**config.mk**
```make
export PLATFORM = sky130hd
export DESIGN_NAME = mono_note_priority_glide_core
export DESIGN_NICKNAME = d
export VERILOG_FILES = /design/src/sv/mnpg_pkg.sv /design/src/sv/mono_note_priority_glide_core.sv /design/src/sv/mnpg_cell.sv /design/src/sv/mnpg_stack.sv
export VERILOG_INCLUDE_DIRS = /design/src /design/src/sv
export SDC_FILE = /design/constraint.sdc
export NUM_CORES = 2
export LEC_CHECK = 0
export ABC_AREA = 1
export BUFFER_PORTS_ARGS = -buffer_cell sky130_fd_sc_hd__buf_4
export CAP_MARGIN = 20
export CORE_MARGIN = 2
export CORE_UTILIZATION = 25
export DETAILED_ROUTE_END_ITERATION = 10
export PLACE_DENSITY = 0.51
export SYNTH_ARGS = -nofsm -noshare
export SYNTH_HDL_FRONTEND = slang
export SYNTH_SLANG_ARGS = --single-unit
```
**constraint.sdc**
```tcl
create_clock -name aclk -period 9.3 [get_ports aclk]
set_clock_uncertainty 0.2 [all_clocks]
set_input_delay 0.93 -clock aclk [delete_from_list [all_inputs] [get_ports aclk]]
set_output_delay 0.93 -clock aclk [all_outputs]
set_load 0.005 [all_outputs]
```
**src/sv/assert_macros.svh**
```systemverilog
// Assertion macros shared by the RTL, compiled out when ASSERT_OFF is set.
`ifndef ASSERT_MACROS_SVH
`define ASSERT_MACROS_SVH
`ifndef ASSERT_OFF
// Check on every aclk edge outside reset.
`define MNPG_ASSERT(lbl, prop, msg) \
    lbl: assert property (@(posedge aclk) disable iff (!aresetn) prop) else $error(msg);
// Check on every aclk edge, reset included.
`define MNPG_ASSERT_ALWAYS(lbl, prop, msg) \
    lbl: assert property (@(posedge aclk) prop) else $error(msg);
`else
`define MNPG_ASSERT(lbl, prop, msg)
`define MNPG_ASSERT_ALWAYS(lbl, prop, msg)
`endif
`endif

```
**src/sv/mnpg_pkg.sv**
```systemverilog
// Shared constants, types and helpers of the mono voice controller.
package mnpg_pkg;

    localparam int STACK_DEPTH = 8;
    localparam int IDX_W = (STACK_DEPTH > 1) ? $clog2(STACK_DEPTH) : 1;
    localparam int CNT_W = $clog2(STACK_DEPTH + 1);

    localparam int KEY_W   = 7;
    localparam int BEND_W  = 14;
    localparam int PITCH_W = 17;

    // event codes
    localparam logic [2:0] MODE_NOTE_ON  = 3'd0;
    localparam logic [2:0] MODE_NOTE_OFF = 3'd1;
    localparam logic [2:0] MODE_BEND     = 3'd2;
    localparam logic [2:0] MODE_ALL_OFF  = 3'd3;
    localparam logic [2:0] MODE_TICK     = 3'd4;

    // register indexes
    localparam logic [1:0] CFG_LISTEN_CHANNEL = 2'd0;
    localparam logic [1:0] CFG_GLIDE_RATE     = 2'd1;
    localparam logic [1:0] CFG_DETUNE_STEP    = 2'd2;

    localparam logic [KEY_W-1:0]          KEY_RESET   = 7'd69;
    localparam logic signed [PITCH_W-1:0] PITCH_RESET = 17'sd17664;
    localparam logic [8:0]                DETUNE_MAX  = 9'd256;
    localparam logic [4:0]                CHAN_MAX    = 5'd16;

    // command to the note stack, valid for one cycle
    typedef struct packed {
        logic             push;
        logic             remove;
        logic             clear;
        logic [KEY_W-1:0] key;
    } mnpg_stack_cmd_t;

    // broadcast to every cell of the row
    typedef struct packed {
        logic             push;
        logic             remove;
        logic             found;
        logic             full;
        logic [KEY_W-1:0] key;
    } mnpg_cell_ctrl_t;

    // key * 256 + bend
    function automatic logic signed [PITCH_W-1:0] pitch_of(
        input logic [KEY_W-1:0]         key,
        input logic signed [BEND_W-1:0] bend
    );
        pitch_of = $signed({{(PITCH_W-KEY_W-8){1'b0}}, key, 8'h00})
                 + $signed({{(PITCH_W-BEND_W){bend[BEND_W-1]}}, bend});
    endfunction

endpackage

```
**src/sv/mono_note_priority_glide_core.sv**
```systemverilog
// Top level of the monophonic last-note-priority voice controller with glide.
//
// Input channel (s_axis_*): one event per beat. tuser carries the event kind
// (note on, note off, pitch bend, all notes off, millisecond tick); tdata
// carries channel, key, velocity, bend and tick time. Every event gives
// exactly one result beat on m_axis_*: gate, retrigger and release pulses,
// velocity, and the centre pitch with four detuned side pitches (Q8
// semitones, 17-bit two's complement).
// An event runs through execute, then a fall step for a note off that falls
// back to a held key or a glide step for a tick, then done, which loads the
// output register. A new event is taken once the controller is back in idle;
// the extra step comes from the pass over the cell row (stack update, then top
// read) and the registered rate * elapsed-time multiply. The result sits in an
// output register, so a stalled receiver holds the beat there while the next
// event is already being worked on; a second finished result waits in the last
// sequencer step until the register frees. Reset (aresetn low, synchronous)
// empties the stack, drops the gate, sets the pitch to note 69 and clears the
// configuration registers. Config writes (cfg_we) take effect at once and are
// to be made by the user while no event is open; the block does not enforce it.
module mono_note_priority_glide_core import mnpg_pkg::*; (
    input  logic        aclk,
    input  logic        aresetn,

    input  logic        cfg_we,
    input  logic [1:0]  cfg_index,
    input  logic [15:0] cfg_wdata,

    input  logic        s_axis_tvalid,
    output logic        s_axis_tready,
    // [4:0] channel, [11:5] key, [18:12] strike, [32:19] bend_amount,
    // [64:33] time_ms, [71:65] zero
    input  logic [71:0] s_axis_tdata,
    // [2:0] mode
    input  logic [2:0]  s_axis_tuser,

    output logic        m_axis_tvalid,
    input  logic        m_axis_tready,
    // [0] gate, [1] retrigger, [2] release_res, [9:3] level,
    // [26:10] pitch_center, [43:27] pitch_down_one, [60:44] pitch_up_one,
    // [77:61] pitch_down_two, [94:78] pitch_up_two, [95] zero
    output logic [95:0] m_axis_tdata
);

    `include "assert_macros.svh"

    typedef enum logic [4:0] {
        ST_IDLE  = 5'b00001,
        ST_EXEC  = 5'b00010,
        ST_FALL  = 5'b00100,
        ST_GLIDE = 5'b01000,
        ST_DONE  = 5'b10000
    } st_t;

    st_t state_reg;

    // configuration
    logic [4:0]  listen_reg;
    logic [15:0] rate_reg;
    logic [8:0]  detune_reg;

    // voice state
    logic                      held_reg;
    logic [KEY_W-1:0]          tkey_reg;
    logic signed [BEND_W-1:0]  bend_reg;
    logic signed [PITCH_W-1:0] cur_reg;
    logic signed [PITCH_W-1:0] tgt_reg;
    logic [6:0]                level_reg;
    logic [31:0]               last_tick_reg;
    logic                      retrig_reg;
    logic                      rel_reg;

    // captured event
    logic [2:0]               mode_reg;
    logic [4:0]               chan_reg;
    logic [KEY_W-1:0]         key_reg;
    logic [6:0]               strike_reg;
    logic signed [BEND_W-1:0] bend_in_reg;
    logic [31:0]              time_reg;

    // glide step
    logic [47:0] prod_reg;
    logic [17:0] mag_reg;
    logic        up_reg;
    logic        snap_reg;
    logic        eq_reg;

    logic        m_valid_reg;
    logic [95:0] m_data_reg;

    // combinational helpers
    logic [2:0]                mode_eff;
    logic [4:0]                listen_eff;
    logic                      chan_ok;
    logic                      all_off_ok;
    logic [31:0]               dt;
    logic signed [17:0]        diff;
    logic                      glide_hit;
    logic signed [PITCH_W-1:0] on_pitch;
    logic signed [PITCH_W-1:0] bend_pitch;
    logic signed [PITCH_W-1:0] fall_pitch;
    logic [PITCH_W-1:0]        d1;
    logic [PITCH_W-1:0]        d2;
    logic                      out_free;

    mnpg_stack_cmd_t  stk_cmd;
    logic [CNT_W-1:0] stk_count;
    logic [CNT_W-1:0] stk_count_after;
    logic [KEY_W-1:0] stk_top;

    function automatic logic s_mode_is_on_zero();
        s_mode_is_on_zero = (mode_reg == MODE_NOTE_ON) && (strike_reg == 7'd0);
    endfunction

    // zero velocity note on is a note off
    assign mode_eff   = (s_mode_is_on_zero()) ? MODE_NOTE_OFF : mode_reg;
    assign listen_eff = (listen_reg > CHAN_MAX) ? 5'd0 : listen_reg;
    assign chan_ok    = (listen_eff == 5'd0) || (chan_reg == listen_eff);
    assign all_off_ok = (chan_reg == 5'd0) || chan_ok;

    // first tick after reset counts as no elapsed time; wraps mod 2^32
    assign dt   = (last_tick_reg == 32'd0) ? 32'd0 : (time_reg - last_tick_reg);
    assign diff = {tgt_reg[PITCH_W-1], tgt_reg} - {cur_reg[PITCH_W-1], cur_reg};
    assign glide_hit = (|prod_reg[47:18]) || (mag_reg <= prod_reg[17:0]);

    assign on_pitch   = pitch_of(key_reg, bend_reg);
    assign bend_pitch = pitch_of(tkey_reg, bend_in_reg);
    assign fall_pitch = pitch_of(stk_top, bend_reg);

    // side pitches: detune clamped to one semitone
    assign d1 = (detune_reg > DETUNE_MAX) ? PITCH_W'(DETUNE_MAX)
                                          : PITCH_W'(detune_reg);
    assign d2 = {d1[PITCH_W-2:0], 1'b0};

    assign out_free = !m_valid_reg || m_axis_tready;

    always_comb begin
        stk_cmd.key    = key_reg;
        stk_cmd.push   = (state_reg == ST_EXEC) && (mode_eff == MODE_NOTE_ON) && chan_ok;
        stk_cmd.remove = (state_reg == ST_EXEC) && (mode_eff == MODE_NOTE_OFF) && chan_ok;
        stk_cmd.clear  = (state_reg == ST_EXEC) && (mode_eff == MODE_ALL_OFF) && all_off_ok;
    end

    mnpg_stack u_stack (
        .aclk        (aclk),
        .aresetn     (aresetn),
        .cmd         (stk_cmd),
        .count       (stk_count),
        .count_after (stk_count_after),
        .top_key     (stk_top)
    );

    // configuration port
    always_ff @(posedge aclk) begin
        if (!aresetn) begin
            listen_reg <= '0;
            rate_reg   <= '0;
            detune_reg <= '0;
        end else if (cfg_we) begin
            unique case (cfg_index)
                CFG_LISTEN_CHANNEL: listen_reg <= cfg_wdata[4:0];
                CFG_GLIDE_RATE:     rate_reg   <= cfg_wdata;
                CFG_DETUNE_STEP:    detune_reg <= cfg_wdata[8:0];
                default: ;
            endcase
        end
    end

    // event capture, glide operands and output data (payload, no reset)
    always_ff @(posedge aclk) begin
        if (state_reg == ST_IDLE && s_axis_tvalid) begin
            mode_reg    <= s_axis_tuser;
            chan_reg    <= s_axis_tdata[4:0];
            key_reg     <= s_axis_tdata[11:5];
            strike_reg  <= s_axis_tdata[18:12];
            bend_in_reg <= s_axis_tdata[32:19];
            time_reg    <= s_axis_tdata[64:33];
        end
        if (state_reg == ST_EXEC) begin
            prod_reg <= dt * rate_reg;
            mag_reg  <= diff[17] ? 18'(-diff) : 18'(diff);
            up_reg   <= !diff[17];
            snap_reg <= (rate_reg == 16'd0) || (dt == 32'd0);
            eq_reg   <= (cur_reg == tgt_reg);
        end
        if (state_reg == ST_DONE && out_free) begin
            m_data_reg <= {1'b0,
                           cur_reg + d2, cur_reg - d2,
                           cur_reg + d1, cur_reg - d1,
                           cur_reg, level_reg, rel_reg, retrig_reg, held_reg};
        end
    end

    // sequencer and voice state
    always_ff @(posedge aclk) begin
        if (!aresetn) begin
            state_reg     <= ST_IDLE;
            held_reg      <= 1'b0;
            tkey_reg      <= KEY_RESET;
            bend_reg      <= '0;
            cur_reg       <= PITCH_RESET;
            tgt_reg       <= PITCH_RESET;
            level_reg     <= '0;
            last_tick_reg <= '0;
            retrig_reg    <= 1'b0;
            rel_reg       <= 1'b0;
            m_valid_reg   <= 1'b0;
        end else begin
            // the result loads the output register if empty or as its beat leaves
            if (state_reg == ST_DONE && out_free) begin
                m_valid_reg <= 1'b1;
            end else if (m_valid_reg && m_axis_tready) begin
                m_valid_reg <= 1'b0;
            end
            unique case (state_reg)
                ST_IDLE: begin
                    if (s_axis_tvalid) begin
                        state_reg <= ST_EXEC;
                    end
                end
                ST_EXEC: begin
                    unique case (mode_eff)
                        MODE_NOTE_ON: begin
                            state_reg <= ST_DONE;
                            if (chan_ok) begin
                                tkey_reg  <= key_reg;
                                level_reg <= strike_reg;
                                tgt_reg   <= on_pitch;
                                if (!held_reg || rate_reg == 16'd0) begin
                                    cur_reg <= on_pitch;
                                end
                                held_reg   <= 1'b1;
                                retrig_reg <= 1'b1;
                            end
                        end
                        MODE_NOTE_OFF: begin
                            if (chan_ok && stk_count_after != '0) begin
                                state_reg <= ST_FALL;   // legato to new top
                            end else begin
                                state_reg <= ST_DONE;
                                if (chan_ok) begin
                                    held_reg <= 1'b0;
                                    rel_reg  <= 1'b1;
                                end
                            end
                        end
                        MODE_BEND: begin
                            state_reg <= ST_DONE;
                            if (chan_ok) begin
                                bend_reg <= bend_in_reg;
                                if (held_reg) begin
                                    tgt_reg <= bend_pitch;
                                    if (rate_reg == 16'd0) begin
                                        cur_reg <= bend_pitch;
                                    end
                                end
                            end
                        end
                        MODE_ALL_OFF: begin
                            state_reg <= ST_DONE;
                            if (all_off_ok && held_reg) begin
                                held_reg <= 1'b0;
                                rel_reg  <= 1'b1;
                            end
                        end
                        MODE_TICK: begin
                            last_tick_reg <= time_reg;
                            state_reg     <= ST_GLIDE;
                        end
                        default: state_reg <= ST_DONE;
                    endcase
                end
                ST_FALL: begin
                    tkey_reg  <= stk_top;
                    tgt_reg   <= fall_pitch;
                    state_reg <= ST_DONE;
                end
                ST_GLIDE: begin
                    // step saturates at the target
                    if (!eq_reg) begin
                        if (snap_reg || glide_hit) begin
                            cur_reg <= tgt_reg;
                        end else if (up_reg) begin
                            cur_reg <= cur_reg + $signed(prod_reg[PITCH_W-1:0]);
                        end else begin
                            cur_reg <= cur_reg - $signed(prod_reg[PITCH_W-1:0]);
                        end
                    end
                    state_reg <= ST_DONE;
                end
                ST_DONE: begin
                    if (out_free) begin
                        retrig_reg  <= 1'b0;
                        rel_reg     <= 1'b0;
                        state_reg   <= ST_IDLE;
                    end
                end
                default: state_reg <= ST_IDLE;
            endcase
        end
    end

    assign s_axis_tready = (state_reg == ST_IDLE);
    assign m_axis_tvalid = m_valid_reg;
    assign m_axis_tdata  = m_data_reg;

    // gate and stack fill move together
    `MNPG_ASSERT(a_held_matches_count, held_reg == (stk_count != '0), "gate vs stack fill")
    `MNPG_ASSERT(a_count_in_range, stk_count <= CNT_W'(STACK_DEPTH), "stack count overflow")
    `MNPG_ASSERT(a_pulses_exclusive, m_axis_tvalid |-> !(&m_axis_tdata[2:1]), "both pulses")
    `MNPG_ASSERT(a_take_exec, s_axis_tvalid && s_axis_tready |=> state_reg == ST_EXEC, "no exec")
    `MNPG_ASSERT_ALWAYS(a_reset_clears_out, !aresetn |=> !m_axis_tvalid, "valid after reset")

endmodule

```
**src/sv/mnpg_cell.sv**
```systemverilog
// Stack slot: holds and matches a key; shifts down on remove, repeat or full push.
module mnpg_cell import mnpg_pkg::*; (
    input  logic                  aclk,
    input  mnpg_cell_ctrl_t       ctrl,
    input  logic                  valid,
    input  logic                  write_sel,
    input  logic                  hit_in,
    input  logic [KEY_W-1:0]      upper_key,
    output logic                  hit_out,
    output logic [KEY_W-1:0]      key_out
);

    logic [KEY_W-1:0] key_reg;
    logic [KEY_W-1:0] key_next;
    logic             match;
    logic             shift;

    assign match   = valid && (key_reg == ctrl.key);
    assign hit_out = hit_in | match;
    assign key_out = key_reg;

    // found: close the gap above the hit; full push: everything slides down
    assign shift = (ctrl.push | ctrl.remove)
                 & (ctrl.found ? hit_out : (ctrl.push & ctrl.full));

    always_comb begin
        priority if (write_sel) begin
            key_next = ctrl.key;
        end else if (shift) begin
            key_next = upper_key;
        end else begin
            key_next = key_reg;
        end
    end

    always_ff @(posedge aclk) begin
        key_reg <= key_next;
    end

endmodule

```
**src/sv/mnpg_stack.sv**
```systemverilog
// Last-note-priority stack built as a row of cells with a fill count.
module mnpg_stack import mnpg_pkg::*; (
    input  logic                  aclk,
    input  logic                  aresetn,
    input  mnpg_stack_cmd_t       cmd,
    output logic [CNT_W-1:0]      count,
    output logic [CNT_W-1:0]      count_after,
    output logic [KEY_W-1:0]      top_key
);

    logic [CNT_W-1:0] count_reg;
    logic [CNT_W-1:0] count_next;
    logic [CNT_W-1:0] wr_idx;
    logic [CNT_W-1:0] found_ext;
    logic [CNT_W-1:0] add_ext;
    logic [IDX_W-1:0] top_idx;
    logic             found;
    logic             full;
    logic [STACK_DEPTH:0] hit;
    logic [KEY_W-1:0] key_q [STACK_DEPTH+1];
    mnpg_cell_ctrl_t  ctrl;

    assign hit[0]             = 1'b0;
    assign key_q[STACK_DEPTH] = '0;
    assign found              = hit[STACK_DEPTH];
    assign full               = (count_reg == CNT_W'(STACK_DEPTH));

    assign ctrl.push   = cmd.push;
    assign ctrl.remove = cmd.remove;
    assign ctrl.found  = found;
    assign ctrl.full   = full;
    assign ctrl.key    = cmd.key;

    // a push lands on top; if it moved or evicted a key, top is one lower
    assign wr_idx = (found || full) ? (count_reg - CNT_W'(1)) : count_reg;

    for (genvar i = 0; i < STACK_DEPTH; i++) begin : g_cell
        mnpg_cell u_cell (
            .aclk      (aclk),
            .ctrl      (ctrl),
            .valid     (CNT_W'(i) < count_reg),
            .write_sel (cmd.push && (wr_idx == CNT_W'(i))),
            .hit_in    (hit[i]),
            .upper_key (key_q[i+1]),
            .hit_out   (hit[i+1]),
            .key_out   (key_q[i])
        );
    end

    assign found_ext = {{(CNT_W-1){1'b0}}, found};
    assign add_ext   = {{(CNT_W-1){1'b0}}, (!found && !full)};

    always_comb begin
        priority if (cmd.clear) begin
            count_next = '0;
        end else if (cmd.remove) begin
            count_next = count_reg - found_ext;
        end else if (cmd.push) begin
            count_next = count_reg + add_ext;
        end else begin
            count_next = count_reg;
        end
    end

    always_ff @(posedge aclk) begin
        if (!aresetn) begin
            count_reg <= '0;
        end else begin
            count_reg <= count_next;
        end
    end

    assign top_idx     = IDX_W'(count_reg - CNT_W'(1));
    assign top_key     = key_q[{1'b0, top_idx}];
    assign count       = count_reg;
    assign count_after = count_next;

endmodule

```
==> impl_metrics.csv <==
group,metric,value,unit
run_status,status,"finished clean",
cts,cts_tree,"done",
logic_synthesis,post_synth_main_area_contributors,"sky130_fd_sc_hd__fa_1 21%, sky130_fd_sc_hd__edfxtp_1 21%, sky130_fd_sc_hd__nand2_1 8.5%",
power,p_per_area,122,mW/mm^2
setup_path,rr_endpoint,"prod_reg[43]",
timing,fmaxAchievable,116,MHz
logic_synthesis,ys_dominant_reg_cell,"sky130_fd_sc_hd__edfxtp_1",
cells_and_area,drive_above_1_share,8.20,%
cells_and_area,area.growth.synth_to_final,14.2,%
logic_synthesis,synthesized_instance_count,5006,
cells_and_area,final-seq-area,0.0113,sq mm
power,sw_frac_of_total,34.2,%
power,p_int,3780,uW
global_routing,grt_pass1_vias,34009,
setup_path,worst_setup_path_endpoint,"prod_reg[43]",
drt,first_pass_iters,6,
cells_and_area,num-nets-final,5964,
cts,cts.reportedPaths.clkPinSlew,0.06,ns
power,power,5740,uW
timing,setup_viol_count_final,0,
power,clock_power_share,36.4,%
setup_path,critPathMaxFanout,10,
logic_synthesis,synth.distinct_cells,60,
power,largest_voltage_drop_on_the_vdd_net,142,uV
logic_synthesis,async_flop_share,0,%
logic_synthesis,synth_area,0.0412,sq mm
timing,rsz0062_at_grt,"no",
floorplanning,floorplan.rows,148,
setup_path,cp.required,9.49,ns
power,power.sequential.fraction,37.4,%
floorplanning,die_height,410,microns
logic_synthesis,yosys_register_bits,421,
timing,period_share,92.8,%
cts,clk_latency,0.67,ns
global_routing,global_route.overflow_total,0,
drt,routed_via_density,4.63,
logic_synthesis,mean_syn_cell_area,8.23,sq um
logic_synthesis,synth_top_cell_area_share,20.8,%
drt,detail_route.iter0.violations,2678,
placed_design,routabilityCongestion,0.885,
setup_path,r2r_cells,30,
cts,cts.sink_count,421,
floorplanning,core_region_area,0.163,sq mm
setup_path,cell_mode_on_critical_path,"sky130_fd_sc_hd__nand2_1",
global_routing,groute.usage.overall,15.4,%
cells_and_area,multi_input_area,0.0258,sq mm
placed_design,place.port_buffers,187,
power,p_leak,0.0211,uW
power,comb_power_share,26.2,%
floorplanning,io_pins,196,
setup_path,slowest_delay,0.53,ns
drt,vias,34156,
floorplanning,starting_density_of_the_core,25.3,%
floorplanning,die_x,410,microns
cts,cts-htree-levels,2,
flow_run,maxCapViolations,0,
hold_path,hold_path_class,"reg -> reg",
drt,post_drt_wl_per_cell,17.7,microns
cts,cts_made_buffers,50,
drt,detail-route-antenna-nets,0,
logic_synthesis,synth_top_cells_by_count,"933 x sky130_fd_sc_hd__nand2_1, 849 x sky130_fd_sc_hd__inv_1, 522 x sky130_fd_sc_hd__nor2_1",
timing,worst_slew_margin_rel,29.7,%
floorplanning,die_area,0.168,sq mm
global_routing,antenna_found_initial,3,
logic_synthesis,synth_enable_flop_cells,284,
setup_path,cp-end-kind,"register",
setup_path,critical_path_arrival,8.82,ns
cts,bufs_on_longest_clock_path,3,
timing,max_slew.worst_pin.slew,1.05,ns
setup_path,worst-setup-path-type,"reg -> reg",
cells_and_area,largest_register_ff_count,91,
logic_synthesis,synth.largest_area_cell,"sky130_fd_sc_hd__fa_1",
power,p_switching,1960,uW
cts,ctsHoldBuffers,0,
cells_and_area,layout.filler_cells,17404,
timing,finalCriticalPeriod,8.63,ns
drt,route.detailed.drc,0,
timing,hold_viol,0,
cells_and_area,antenna-diode-count,0,
timing,slew_viol_final,0,
logic_synthesis,ys_warn_count,0,
setup_path,regToRegStartpoint,"time_reg[10]",
global_routing,maximum_number_of_pins_on_one_net_before_global_route_repair,81,
placed_design,hpwlAfterDp,102,mm
setup_path,startpoint_type,"register",
logic_synthesis,synth_most_common_cell,"sky130_fd_sc_hd__nand2_1",
setup_path,critical_path.slowest_cell,"sky130_fd_sc_hd__fa_1",
logic_synthesis,syn-num-nets,5804,
drt,totalWireLength,130,mm
timing,timing.setup.tns,0,ns
cts,ctsRootBufferMaster,"sky130_fd_sc_hd__clkbuf_16",
setup_path,worst_setup_path_startpoint,"time_reg[10]",
logic_synthesis,share_of_synthesized_area_occupied_by_flip_flops_and_latches,27.4,%
setup_path,r2r_slack,0.67,ns
global_routing,grt_first_pass_wirelength,202,mm
-- cell usage in the layout (no fill, tap or decap), drive strengths merged, types with 66 or more instances in the layout --
master  netlist  layout
edfxtp      284     284
nor2        532     532
o21ai       290     290
nand3       198     198
buf          44     277
xor2        143     143
ha          272     272
nand2       947     947
inv         859     859
xnor2        66      66
a21oi       293     293
fa          428     428
dfxtp       137     137
nand4       120     120
-- cells by family after synthesis --
| logic type | after synthesis | synth area share (%) |
|---|---|---|
| AND/OR/NAND/NOR | 1901 | 19.7 |
| AO/OA/AOI/OAI | 712 | 9.36 |
| flip-flops | 421 | 27.4 |
| buffers and inverters | 1061 | 10.0 |
| multiplexers | 1 | 0.0243 |
| XOR/XNOR | 209 | 4.44 |
| other | 1 | 0.00910 |
| adder cells (fa/ha/maj) | 700 | 29.1 |
-- power groups by stage --
| stage | sequential (uW) | clock [uW] | combinational [uW] |
|---|---|---|---|
| after floorplan | 2150 | 0 | 989 |
| final | 2150 | 2090 | 1510 |
| after CTS | 2150 | 2150 | 1510 |
| after detailed placement | 2190 | 0 | 1500 |
| after global routing | 2150 | 2220 | 1690 |
| after global placement | 2190 | 0 | 1490 |
-- metrics by stage --
step | cell area [sq um] | instances | utilization, % | worst slack (ns) | hold WS (ns)
after floorplan | 41200 | 5006 | - | 1.83 | 0.203
final | 47000 | 7382 | 28.8 | 0.669 | 0.225
after CTS | 47000 | 7380 | 28.8 | 0.732 | 0.206
after detailed placement | 45200 | 7287 | 27.7 | 0.752 | 0.210
after global placement | 45200 | 7286 | 27.7 | 0.768 | 0.211
after global routing | 47000 | 7382 | 28.8 | 0.117 | 0.221
-- routing by layer --
layer  vias to the layer above  part of all wire [%]  track usage, %
met4                         2                   2.9            4.50
met1                     16584                    46            21.4
li1                      16336                     -               -
met3                       193                   6.1            2.11
met5                         -                0.0092               0
met2                      1041                    45            24.9
-- cell type report --
type / count / area share [%]
clock inverter: 29 / 0.798
inverter: 892 / 7.12
sequential: 421 / 24.0
clock buffer: 64 / 2.88
timing repair buffer: 277 / 4.53
multi-input combinational: 3524 / 54.9
tap: 2175 / 5.79
-- worst max-delay path: cells and delay by family (launching register included) --
family,cells,cell delay (ns)
buffers and inverters,5,0.77
AO/OA/AOI/OAI,3,0.90
AND/OR/NAND/NOR,13,2.23
adder cells (fa/ha/maj),8,3.81
flip-flops,1,0.41
XOR/XNOR,1,0.07
-- how the worst min path moves through the flow --
stage	from	endpoint	slack, ns	depth (start not counted)
finish	level_reg[2]	m_axis_tdata[5]	0.22	0
CTS	s_axis_tuser[1]	mode_reg[1]	0.21	1
floorplan	level_reg[0]	m_axis_tdata[3]	0.20	0
global route	s_axis_tuser[2]	mode_reg[2]	0.22	1
global placement	level_reg[3]	m_axis_tdata[6]	0.21	0
detailed placement	level_reg[2]	m_axis_tdata[5]	0.21	0
-- timing repair --
item                                    4_1_cts  5_1_grt
buffers inserted                              0        0
resized for setup                             0        1
endpoints found under the setup margin        0        2
Note: power is estimated with default switching activity, not from simulation.
